[config.mk]
export PLATFORM = sky130hd
export DESIGN_NAME = plp_ctrl
export DESIGN_NICKNAME = d
export VERILOG_FILES = /design/src/design/plp_pkg.sv /design/src/design/plp_ctrl.sv
export SDC_FILE = /design/constraint.sdc
export NUM_CORES = 1
export LEC_CHECK = 0
export BUFFER_PORTS_ARGS = -buffer_cell sky130_fd_sc_hd__buf_2
export CAP_MARGIN = 10
export CORE_UTILIZATION = 57
export DETAILED_ROUTE_END_ITERATION = 6
export GPL_TIMING_DRIVEN = 0
export MAX_ROUTING_LAYER = met4
export PLACE_DENSITY = 0.79
export SLEW_MARGIN = 20
export SYNTH_ARGS = -nofsm -noshare
export SYNTH_HDL_FRONTEND = slang
export SYNTH_SLANG_ARGS = --single-unit
export TNS_END_PERCENT = 5
[constraint.sdc]
create_clock -name clk -period 3.3 [get_ports clk]
set_clock_uncertainty 0.2 [all_clocks]
set_input_delay 0.165 -clock clk [delete_from_list [all_inputs] [get_ports clk]]
set_output_delay 0.165 -clock clk [all_outputs]
set_load 0.005 [all_outputs]
[src/design/plp_pkg.sv]
// shared types, constants and helpers of the pose latency predictor
// no dependencies
`default_nettype none
package plp_pkg;

  localparam int W      = 32;
  localparam int DW     = 64;
  localparam int PW     = 2 * (W + 1);
  localparam int XW     = PW + 1;
  localparam int NV     = 7;
  localparam int FRAC_T = 16;
  localparam int FRAC_Q = 30;
  localparam int SW     = 17;
  localparam int IW     = 8;

  localparam logic [SW-1:0] SMOOTH_ONE = SW'(65536);
  localparam logic signed [W-1:0] Q_ONE = W'(1073741824);
  localparam logic signed [XW-1:0] RND_HALF = XW'(32768);

  localparam logic [IW-1:0] REG_LEAD   = IW'(0);
  localparam logic [IW-1:0] REG_SMOOTH = IW'(1);

  typedef logic signed [W-1:0] word_t;

  typedef enum logic [4:0] {
    OP_NONE, OP_LOAD, OP_PRIME, OP_SPD_GO, OP_SPD_WR, OP_SM_A, OP_SM_B, OP_SM_C,
    OP_PR_A, OP_PR_B, OP_SQ_A, OP_SQ_B, OP_RT_GO, OP_ND_GO, OP_ND_WR, OP_COMMIT
  } op_t;

  typedef enum logic [15:0] {
    S_IDLE   = 16'h0001,
    S_CHECK  = 16'h0002,
    S_SDIV   = 16'h0004,
    S_SWAIT  = 16'h0008,
    S_SMA    = 16'h0010,
    S_SMB    = 16'h0020,
    S_SMC    = 16'h0040,
    S_PRA    = 16'h0080,
    S_PRB    = 16'h0100,
    S_SQA    = 16'h0200,
    S_SQB    = 16'h0400,
    S_RTGO   = 16'h0800,
    S_RTWAIT = 16'h1000,
    S_NDIV   = 16'h2000,
    S_NWAIT  = 16'h4000,
    S_DONE   = 16'h8000
  } state_t;

  typedef struct packed {
    op_t        op;
    logic [2:0] idx;
  } cmd_t;

  typedef struct packed {
    logic prev_zero;
    logic delta_zero;
    logic delta_neg;
    logic smooth_zero;
    logic sum_zero;
    logic div_done;
    logic sqrt_done;
    logic out_busy;
  } sts_t;

  function automatic word_t sat_x(input logic signed [XW-1:0] v);
    logic hi_ones;
    logic hi_zeros;
    begin
      hi_ones  = &v[XW-1:W-1];
      hi_zeros = ~|v[XW-1:W-1];
      if (hi_ones || hi_zeros) begin
        sat_x = v[W-1:0];
      end else if (v[XW-1]) begin
        sat_x = {1'b1, {(W-1){1'b0}}};
      end else begin
        sat_x = {1'b0, {(W-1){1'b1}}};
      end
    end
  endfunction

  function automatic logic signed [XW-1:0] rnd_q16(input logic signed [XW-1:0] v);
    logic signed [XW-1:0] t;
    begin
      t = v + RND_HALF;
      rnd_q16 = t >>> FRAC_T;
    end
  endfunction

endpackage
`default_nettype wire

[src/design/plp_ctrl.sv]
// sequencing state machine: issues datapath commands per step and component
// depends on plp_pkg
`default_nettype none
module plp_ctrl (
  input  wire logic          clk,
  input  wire logic          rst_n,
  input  wire logic          in_valid,
  output      logic          in_ready,
  input  wire plp_pkg::sts_t sts,
  output      plp_pkg::cmd_t cmd
);
  plp_pkg::state_t state_r, state_nxt;
  logic [2:0]      idx_r, idx_nxt;

  always_comb begin
    state_nxt = state_r;
    idx_nxt   = idx_r;
    cmd.op    = plp_pkg::OP_NONE;
    cmd.idx   = idx_r;
    case (state_r)
      plp_pkg::S_IDLE: begin
        if (in_valid) begin
          cmd.op    = plp_pkg::OP_LOAD;
          state_nxt = plp_pkg::S_CHECK;
        end
      end
      plp_pkg::S_CHECK: begin
        idx_nxt = '0;
        if (sts.prev_zero) begin
          cmd.op    = plp_pkg::OP_PRIME;
          state_nxt = plp_pkg::S_IDLE;
        end else if (sts.delta_zero) begin
          state_nxt = plp_pkg::S_IDLE;
        end else begin
          state_nxt = plp_pkg::S_SDIV;
        end
      end
      plp_pkg::S_SDIV: begin
        cmd.op    = plp_pkg::OP_SPD_GO;
        state_nxt = plp_pkg::S_SWAIT;
      end
      plp_pkg::S_SWAIT, plp_pkg::S_SMC: begin
        if (state_r == plp_pkg::S_SMC || sts.div_done) begin
          cmd.op = (state_r == plp_pkg::S_SMC) ? plp_pkg::OP_SM_C : plp_pkg::OP_SPD_WR;
          if (state_r == plp_pkg::S_SWAIT && !sts.smooth_zero) begin
            state_nxt = plp_pkg::S_SMA;
          end else if (idx_r == 3'd6) begin
            idx_nxt   = '0;
            state_nxt = sts.delta_neg ? plp_pkg::S_DONE : plp_pkg::S_PRA;
          end else begin
            idx_nxt   = idx_r + 3'd1;
            state_nxt = plp_pkg::S_SDIV;
          end
        end
      end
      plp_pkg::S_SMA: begin
        cmd.op    = plp_pkg::OP_SM_A;
        state_nxt = plp_pkg::S_SMB;
      end
      plp_pkg::S_SMB: begin
        cmd.op    = plp_pkg::OP_SM_B;
        state_nxt = plp_pkg::S_SMC;
      end
      plp_pkg::S_PRA: begin
        cmd.op    = plp_pkg::OP_PR_A;
        state_nxt = plp_pkg::S_PRB;
      end
      plp_pkg::S_PRB: begin
        cmd.op = plp_pkg::OP_PR_B;
        if (idx_r == 3'd6) begin
          idx_nxt   = '0;
          state_nxt = plp_pkg::S_SQA;
        end else begin
          idx_nxt   = idx_r + 3'd1;
          state_nxt = plp_pkg::S_PRA;
        end
      end
      plp_pkg::S_SQA: begin
        cmd.op    = plp_pkg::OP_SQ_A;
        state_nxt = plp_pkg::S_SQB;
      end
      plp_pkg::S_SQB: begin
        cmd.op = plp_pkg::OP_SQ_B;
        if (idx_r == 3'd3) begin
          idx_nxt   = '0;
          state_nxt = plp_pkg::S_RTGO;
        end else begin
          idx_nxt   = idx_r + 3'd1;
          state_nxt = plp_pkg::S_SQA;
        end
      end
      plp_pkg::S_RTGO: begin
        if (sts.sum_zero) begin
          state_nxt = plp_pkg::S_DONE;
        end else begin
          cmd.op    = plp_pkg::OP_RT_GO;
          state_nxt = plp_pkg::S_RTWAIT;
        end
      end
      plp_pkg::S_RTWAIT: begin
        if (sts.sqrt_done) begin
          state_nxt = plp_pkg::S_NDIV;
        end
      end
      plp_pkg::S_NDIV: begin
        cmd.op    = plp_pkg::OP_ND_GO;
        state_nxt = plp_pkg::S_NWAIT;
      end
      plp_pkg::S_NWAIT: begin
        if (sts.div_done) begin
          cmd.op = plp_pkg::OP_ND_WR;
          if (idx_r == 3'd3) begin
            idx_nxt   = '0;
            state_nxt = plp_pkg::S_DONE;
          end else begin
            idx_nxt   = idx_r + 3'd1;
            state_nxt = plp_pkg::S_NDIV;
          end
        end
      end
      plp_pkg::S_DONE: begin
        if (!sts.out_busy) begin
          cmd.op    = plp_pkg::OP_COMMIT;
          state_nxt = plp_pkg::S_IDLE;
        end
      end
      default: begin
        state_nxt = plp_pkg::S_IDLE;
      end
    endcase
  end

  always_ff @(posedge clk) begin
    if (!rst_n) begin
      state_r <= plp_pkg::S_IDLE;
      idx_r   <= '0;
    end else begin
      state_r <= state_nxt;
      idx_r   <= idx_nxt;
    end
  end

  assign in_ready = (state_r == plp_pkg::S_IDLE);
endmodule
`default_nettype wire

## Word level (Yosys, flattened, before mapping)

Cells that the tools add are included.

| word-level totals | value |
|---|---|
| register bits | 19 |
| latch bits | 0 |
| memory bits (writable) | 0 |
| bits in read-only memories | 0 |
| memories kept | 0 |

| operators by class | value |
|---|---|
| add/subtract/negate cells | 1 |
| multipliers | 0 |
| div/mod/pow operators | 0 |
| magnitude comparators | 0 |
| eq/ne operators | 24 |
| shift operators | 0 |
| mux-type cells | 29 |
| bitwise gates (word level) | 0 |
| reductions and logical operators | 7 |

Operator list:

| operator | number |
|---|---|
| $pmux 16 s15 | 1 |
| $mux 16 | 10 |
| $pmux 4 s14 | 1 |
| $mux 3 | 8 |
| $eq 16x1->1 const B | 1 |
| $eq 16x10->1 const B | 1 |
| $eq 16x11->1 const B | 1 |
| $eq 16x12->1 const B | 1 |
| $eq 16x13->1 const B | 1 |
| $eq 16x14->1 const B | 1 |
| $eq 16x15->1 const B | 1 |
| $eq 16x16->1 const B | 1 |
| $eq 16x2->1 const B | 1 |
| $eq 16x3->1 const B | 1 |
| $eq 16x4->1 const B | 1 |
| $eq 16x5->1 const B | 1 |
| $eq 16x6->1 const B | 1 |
| $eq 16x7->1 const B | 1 |
| $eq 16x8->1 const B | 1 |
| $eq 16x9->1 const B | 1 |
| $pmux 3 s5 | 1 |
| $mux 12 | 1 |
| $mux 4 | 3 |
| $ne 2x2->1 const B | 6 |
| 13 further kinds | 14 |

## Longest topological paths before layout

| depth | value |
|---|---|
| depth in word-level cells | 5 |
| depth in mapped cells | 8 |

## Least setup slack after synthesis

OpenSTA, ideal clock, no wires.

| path | value |
|---|---|
| path type | register to register |
| start | register state_r[12] |
| end | register idx_r[2] |
| setup time | 0.122 ns |
| arrival | 2.076 ns |
| required time | 2.978 ns |
| slack | 0.902 ns |
| cell stages (with the launch flop) | 7 |
| path buffers | 1 |
| cell sequence | dfxtp_1 > buf_4 > nor4_4 > nand3_2 > or4_1 > a211o_1 > o311a_1 |

| on the way | value |
|---|---|
| longest elaborated chain between the ends | 4 |

Ends and longest elaborated chain:

| item | line | source |
|---|---|---|
| start, declared | plp_ctrl.sv:12 | `plp_pkg::state_t state_r, state_nxt;` |
| start signal, assigned | plp_ctrl.sv:135 | `state_r <= plp_pkg::S_IDLE;` |
| start signal, assigned | plp_ctrl.sv:138 | `state_r <= state_nxt;` |
| $eq 16x7->1 or $eq 16x4->1 (tied branches) | plp_ctrl.sv:20, plp_ctrl.sv:43, plp_ctrl.sv:45 |  |
| $reduce_or 2->1 (tied with other cells) | plp_ctrl.sv:20 | `case (state_r)` |
| $reduce_bool 5->1 (no line) or $ne 2x2->1 (tied branches) | -- |  |
| $reduce_and 4->1 (no line) | -- |  |
| end signal, assigned | plp_ctrl.sv:139 | `idx_r <= idx_nxt;` |
| end, declared | plp_ctrl.sv:13 | `logic [2:0] idx_r, idx_nxt;` |

Several ways; a longest one is shown, not always the timed one.
A chain may end at the register's enable or synchronous reset.

==> run_summary.xml <==
<?xml version="1.0" encoding="UTF-8"?>
<metrics>
  <group name="detailed_routing">
    <metric name="detail_route.drc_violations" unit="">0</metric>
    <metric name="drt-pass1-iter-count" unit="">5</metric>
    <metric name="drt_first_iter_violations" unit="">85</metric>
    <metric name="routed_wl" unit="microns">4260</metric>
    <metric name="detail_route.vias_per_cell" unit="">6.64</metric>
    <metric name="route.antenna.remaining_nets" unit="">0</metric>
    <metric name="vias" unit="">1614</metric>
    <metric name="post_drt_wl_per_cell" unit="microns">17.5</metric>
  </group>
  <group name="yosys">
    <metric name="synth-edff-count" unit="">0</metric>
    <metric name="synthesized_area_per_cell" unit="sq um">8.11</metric>
    <metric name="synthCells" unit="">188</metric>
    <metric name="synth_cell_type_count" unit="">58</metric>
    <metric name="synth_commonest_cells" unit="">dfxtp_1, nand2_1, nor2_1</metric>
    <metric name="synth_ff_type" unit="">dfxtp_1</metric>
    <metric name="synth_area" unit="sq um">1530</metric>
    <metric name="postSynth.asyncResetShare" unit="%">0</metric>
    <metric name="synth_top_cell_by_area" unit="">dfxtp_1</metric>
    <metric name="synth_area_leaders" unit="">dfxtp_1, nor4b_1, nand2_1</metric>
    <metric name="synth_top_area_share" unit="%">24.9</metric>
    <metric name="syn_nets" unit="">203</metric>
    <metric name="synth_most_common_cell" unit="">dfxtp_1</metric>
    <metric name="synth.yosys.warnings" unit="">0</metric>
    <metric name="synth.ff_latch_count" unit="">19</metric>
    <metric name="seq_area_frac_synth" unit="%">24.9</metric>
  </group>
  <group name="timing">
    <metric name="report.final.setup_viol" unit="">0</metric>
    <metric name="rsz0062_at_grt" unit="">no</metric>
    <metric name="finalCritPeriodShare" unit="%">92.6</metric>
    <metric name="worst-slew-pin-transition" unit="ps">810</metric>
    <metric name="timing.hold.ws" unit="ps">-3.40</metric>
    <metric name="max_slew_violation_count" unit="">0</metric>
    <metric name="worst_slack" unit="ps">245</metric>
    <metric name="fin_tns_setup" unit="ps">0</metric>
    <metric name="hold_viol_final" unit="">1</metric>
    <metric name="slew_headroom" unit="%">45.5</metric>
    <metric name="highest_clock_rate" unit="MHz">327</metric>
    <metric name="fin_crit" unit="ps">3050</metric>
  </group>
  <group name="placed_design">
    <metric name="preCtsSetupSlack" unit="ps">631</metric>
    <metric name="io_buffers" unit="">18</metric>
    <metric name="numPlacedInstances" unit="">236</metric>
    <metric name="place.detailed.hpwl" unit="microns">3140</metric>
    <metric name="final_wtd_congestion" unit="">0.944</metric>
  </group>
  <group name="die">
    <metric name="floorplan.die.height" unit="microns">53.7</metric>
    <metric name="rows" unit="">18</metric>
    <metric name="area_of_the_placeable_core" unit="sq um">2500</metric>
    <metric name="boundaryPins" unit="">20</metric>
    <metric name="floorplan.die_area" unit="sq um">2890</metric>
    <metric name="die_width" unit="microns">53.7</metric>
    <metric name="initial_standard_cell_utilization_of_the_core" unit="%">61.0</metric>
  </group>
  <group name="worst_setup_path">
    <metric name="cpLargestDelayFamily" unit="">simple AND/OR/NAND/NOR gates</metric>
    <metric name="critPathKind" unit="">register to output pin</metric>
    <metric name="critPathMaxFanout" unit="">8</metric>
    <metric name="worst-endpoint-required" unit="ps">2930</metric>
    <metric name="cell_with_the_largest_stage_delay_on_the_worst_path" unit="">or4_1</metric>
    <metric name="worst_path_largest_cell_delay" unit="ps">670</metric>
    <metric name="timing.critical_path.from_type" unit="">register</metric>
    <metric name="critical_path.cell_chain" unit="">or4_1, nor2_1, nand2_1, or4_1, o21ai_1, nand4b_1, buf_2</metric>
    <metric name="timing.critical_path.arrival" unit="ps">2690</metric>
    <metric name="kind_of_capture_point_of_the_worst_setup_path" unit="">output pin</metric>
    <metric name="worst-path-buf-inv" unit="">1</metric>
    <metric name="crit_path_frequent_cell" unit="">or4_1</metric>
  </group>
  <group name="pwr">
    <metric name="power_per_cell_area" unit="nW/um^2">286</metric>
    <metric name="total_leakage_power" unit="nW">0.682</metric>
    <metric name="max_vdd_drop" unit="mV">0.239</metric>
  </group>
  <group name="cts">
    <metric name="cts.clk_slew.worst_paths" unit="ps">120</metric>
    <metric name="clk_latency" unit="ps">300</metric>
    <metric name="clock_path_buffers" unit="">2</metric>
    <metric name="clockRootBuffer" unit="">clkbuf_4</metric>
    <metric name="cts_repair_resize_count" unit="">0</metric>
    <metric name="numCtsBuffers" unit="">3</metric>
    <metric name="cts_tree" unit="">done</metric>
    <metric name="cts_htree_levels" unit="">1</metric>
    <metric name="cts.sink_count" unit="">19</metric>
  </group>
  <group name="layout">
    <metric name="n_antenna_cell" unit="">0</metric>
    <metric name="area_delta_synth_final" unit="%">12.1</metric>
    <metric name="multiInputGateArea" unit="sq um">1040</metric>
    <metric name="ff_latch_area" unit="sq um">380</metric>
    <metric name="num-fill-cells" unit="">219</metric>
    <metric name="drive_above_1_share" unit="%">20.7</metric>
    <metric name="nets" unit="">229</metric>
    <metric name="final_cell_count_no_fill" unit="">243</metric>
    <metric name="fin_util" unit="%">68.4</metric>
  </group>
  <group name="global_route">
    <metric name="grt_usage" unit="%">32.9</metric>
    <metric name="grt_overflow_total" unit="">0</metric>
    <metric name="grt_start_max_net_pins" unit="">11</metric>
    <metric name="first_global_vias" unit="">1393</metric>
    <metric name="antenna_found_initial" unit="">0</metric>
    <metric name="first_pass_grt_wire_length" unit="microns">6640</metric>
  </group>
  <group name="hold_path">
    <metric name="timing.hold.worst.class" unit="">input port to register</metric>
  </group>
  <group name="status">
    <metric name="run_status" unit="">finished with violations</metric>
    <metric name="failed_checks" unit="">negative hold slack</metric>
  </group>
  <group name="flow_run">
    <metric name="timing.max_cap.violations" unit="">0</metric>
  </group>
</metrics>
final timing paths:
check	endpoint	cells past startpoint	from	slack (ps)
setup / recovery	cmd[4]	7	state_r[9]	250
hold reg to reg	idx_r[1]	2	idx_r[1]	320
setup reg to reg	idx_r[2]	5	state_r[0]	540
hold / removal	state_r[12]	3	sts[1]	-3
cell families (layout without fill, tap and decap cells):
group | after synthesis | in the layout | share of synthesized area, %
compound gates | 45 | 45 | 20.3
mux | 1 | 1 | 0.738
simple gates | 101 | 101 | 42.8
buf+inv | 16 | 41 | 7.14
fa+ha+maj | 4 | 4 | 3.28
xor+xnor | 1 | 1 | 0.574
flops | 19 | 19 | 24.9
other cells | 1 | 1 | 0.246
placed cells by master, fill, tap and decap left out, types with 4 or more instances in the layout:
| cell | netlist | routed |
|---|---|---|
| dfxtp_1 | 19 | 19 |
| o21ai_0 | 11 | 11 |
| nor4_1 | 4 | 4 |
| inv_1 | 6 | 6 |
| buf_4 | 4 | 4 |
| nand4_1 | 4 | 4 |
| ha_1 | 4 | 4 |
| nor4b_1 | 9 | 9 |
| buf_2 | 1 | 19 |
| nand3_1 | 9 | 9 |
| or4_1 | 6 | 6 |
| a21oi_1 | 6 | 6 |
| nor2_1 | 13 | 13 |
| nand2_1 | 18 | 18 |
| nor3_1 | 9 | 9 |
worst reg2reg max path: stages (launching register included):
cell and delay [ps]:
dfxtp_1 390, nor4_4 620, nand3_2 170, or4_1 540, a211o_1 360, o311a_1 370
routing by layer:
| layer | part of all wire, % | track usage, % |
|---|---|---|
| met3 | 8.6 | 3.95 |
| met2 | 46 | 54.1 |
| met1 | 43 | 41.6 |
| met5 | 0 | - |
| met4 | 2.1 | 10.1 |
state kept, by name, indices dropped and copies added (netlist names):
| name | count |
|---|---|
| state_r | 16 |
| idx_r | 3 |
what timing repair did:
item / in CTS / in global routing
hold buffers: 3 / 0
setup endpoints to repair: 0 / 0
hold endpoints to repair: 3 / 0
setup buffers: 0 / 0
per-stage QoR:
| stage | power (mW) | instance area [sq um] |
|---|---|---|
| final | 0.490 | 1710 |
| after global routing | 0.512 | 1710 |
| after CTS | 0.488 | 1710 |
| after detailed placement | 0.364 | 1650 |
| after global placement | 0.362 | 1650 |
| after floorplan | 0.327 | 1530 |
power breakdown:
group / switching, mW / internal [mW]
logic: 0.0690 / 0.0514
clock network: 0.0765 / 0.0470
registers: 0.0107 / 0.235
cell type report:
| class | count | area share, % |
|---|---|---|
| multi-input cells | 153 | 60.6 |
| plain buffers | 10 | 5.05 |
| well taps | 30 | 2.20 |
| flip-flops and latches | 19 | 22.3 |
| inverters | 6 | 1.32 |
| clock buffers | 4 | 1.54 |
| repair buffers | 21 | 7.03 |
Note: power is estimated with default switching activity, not from simulation.
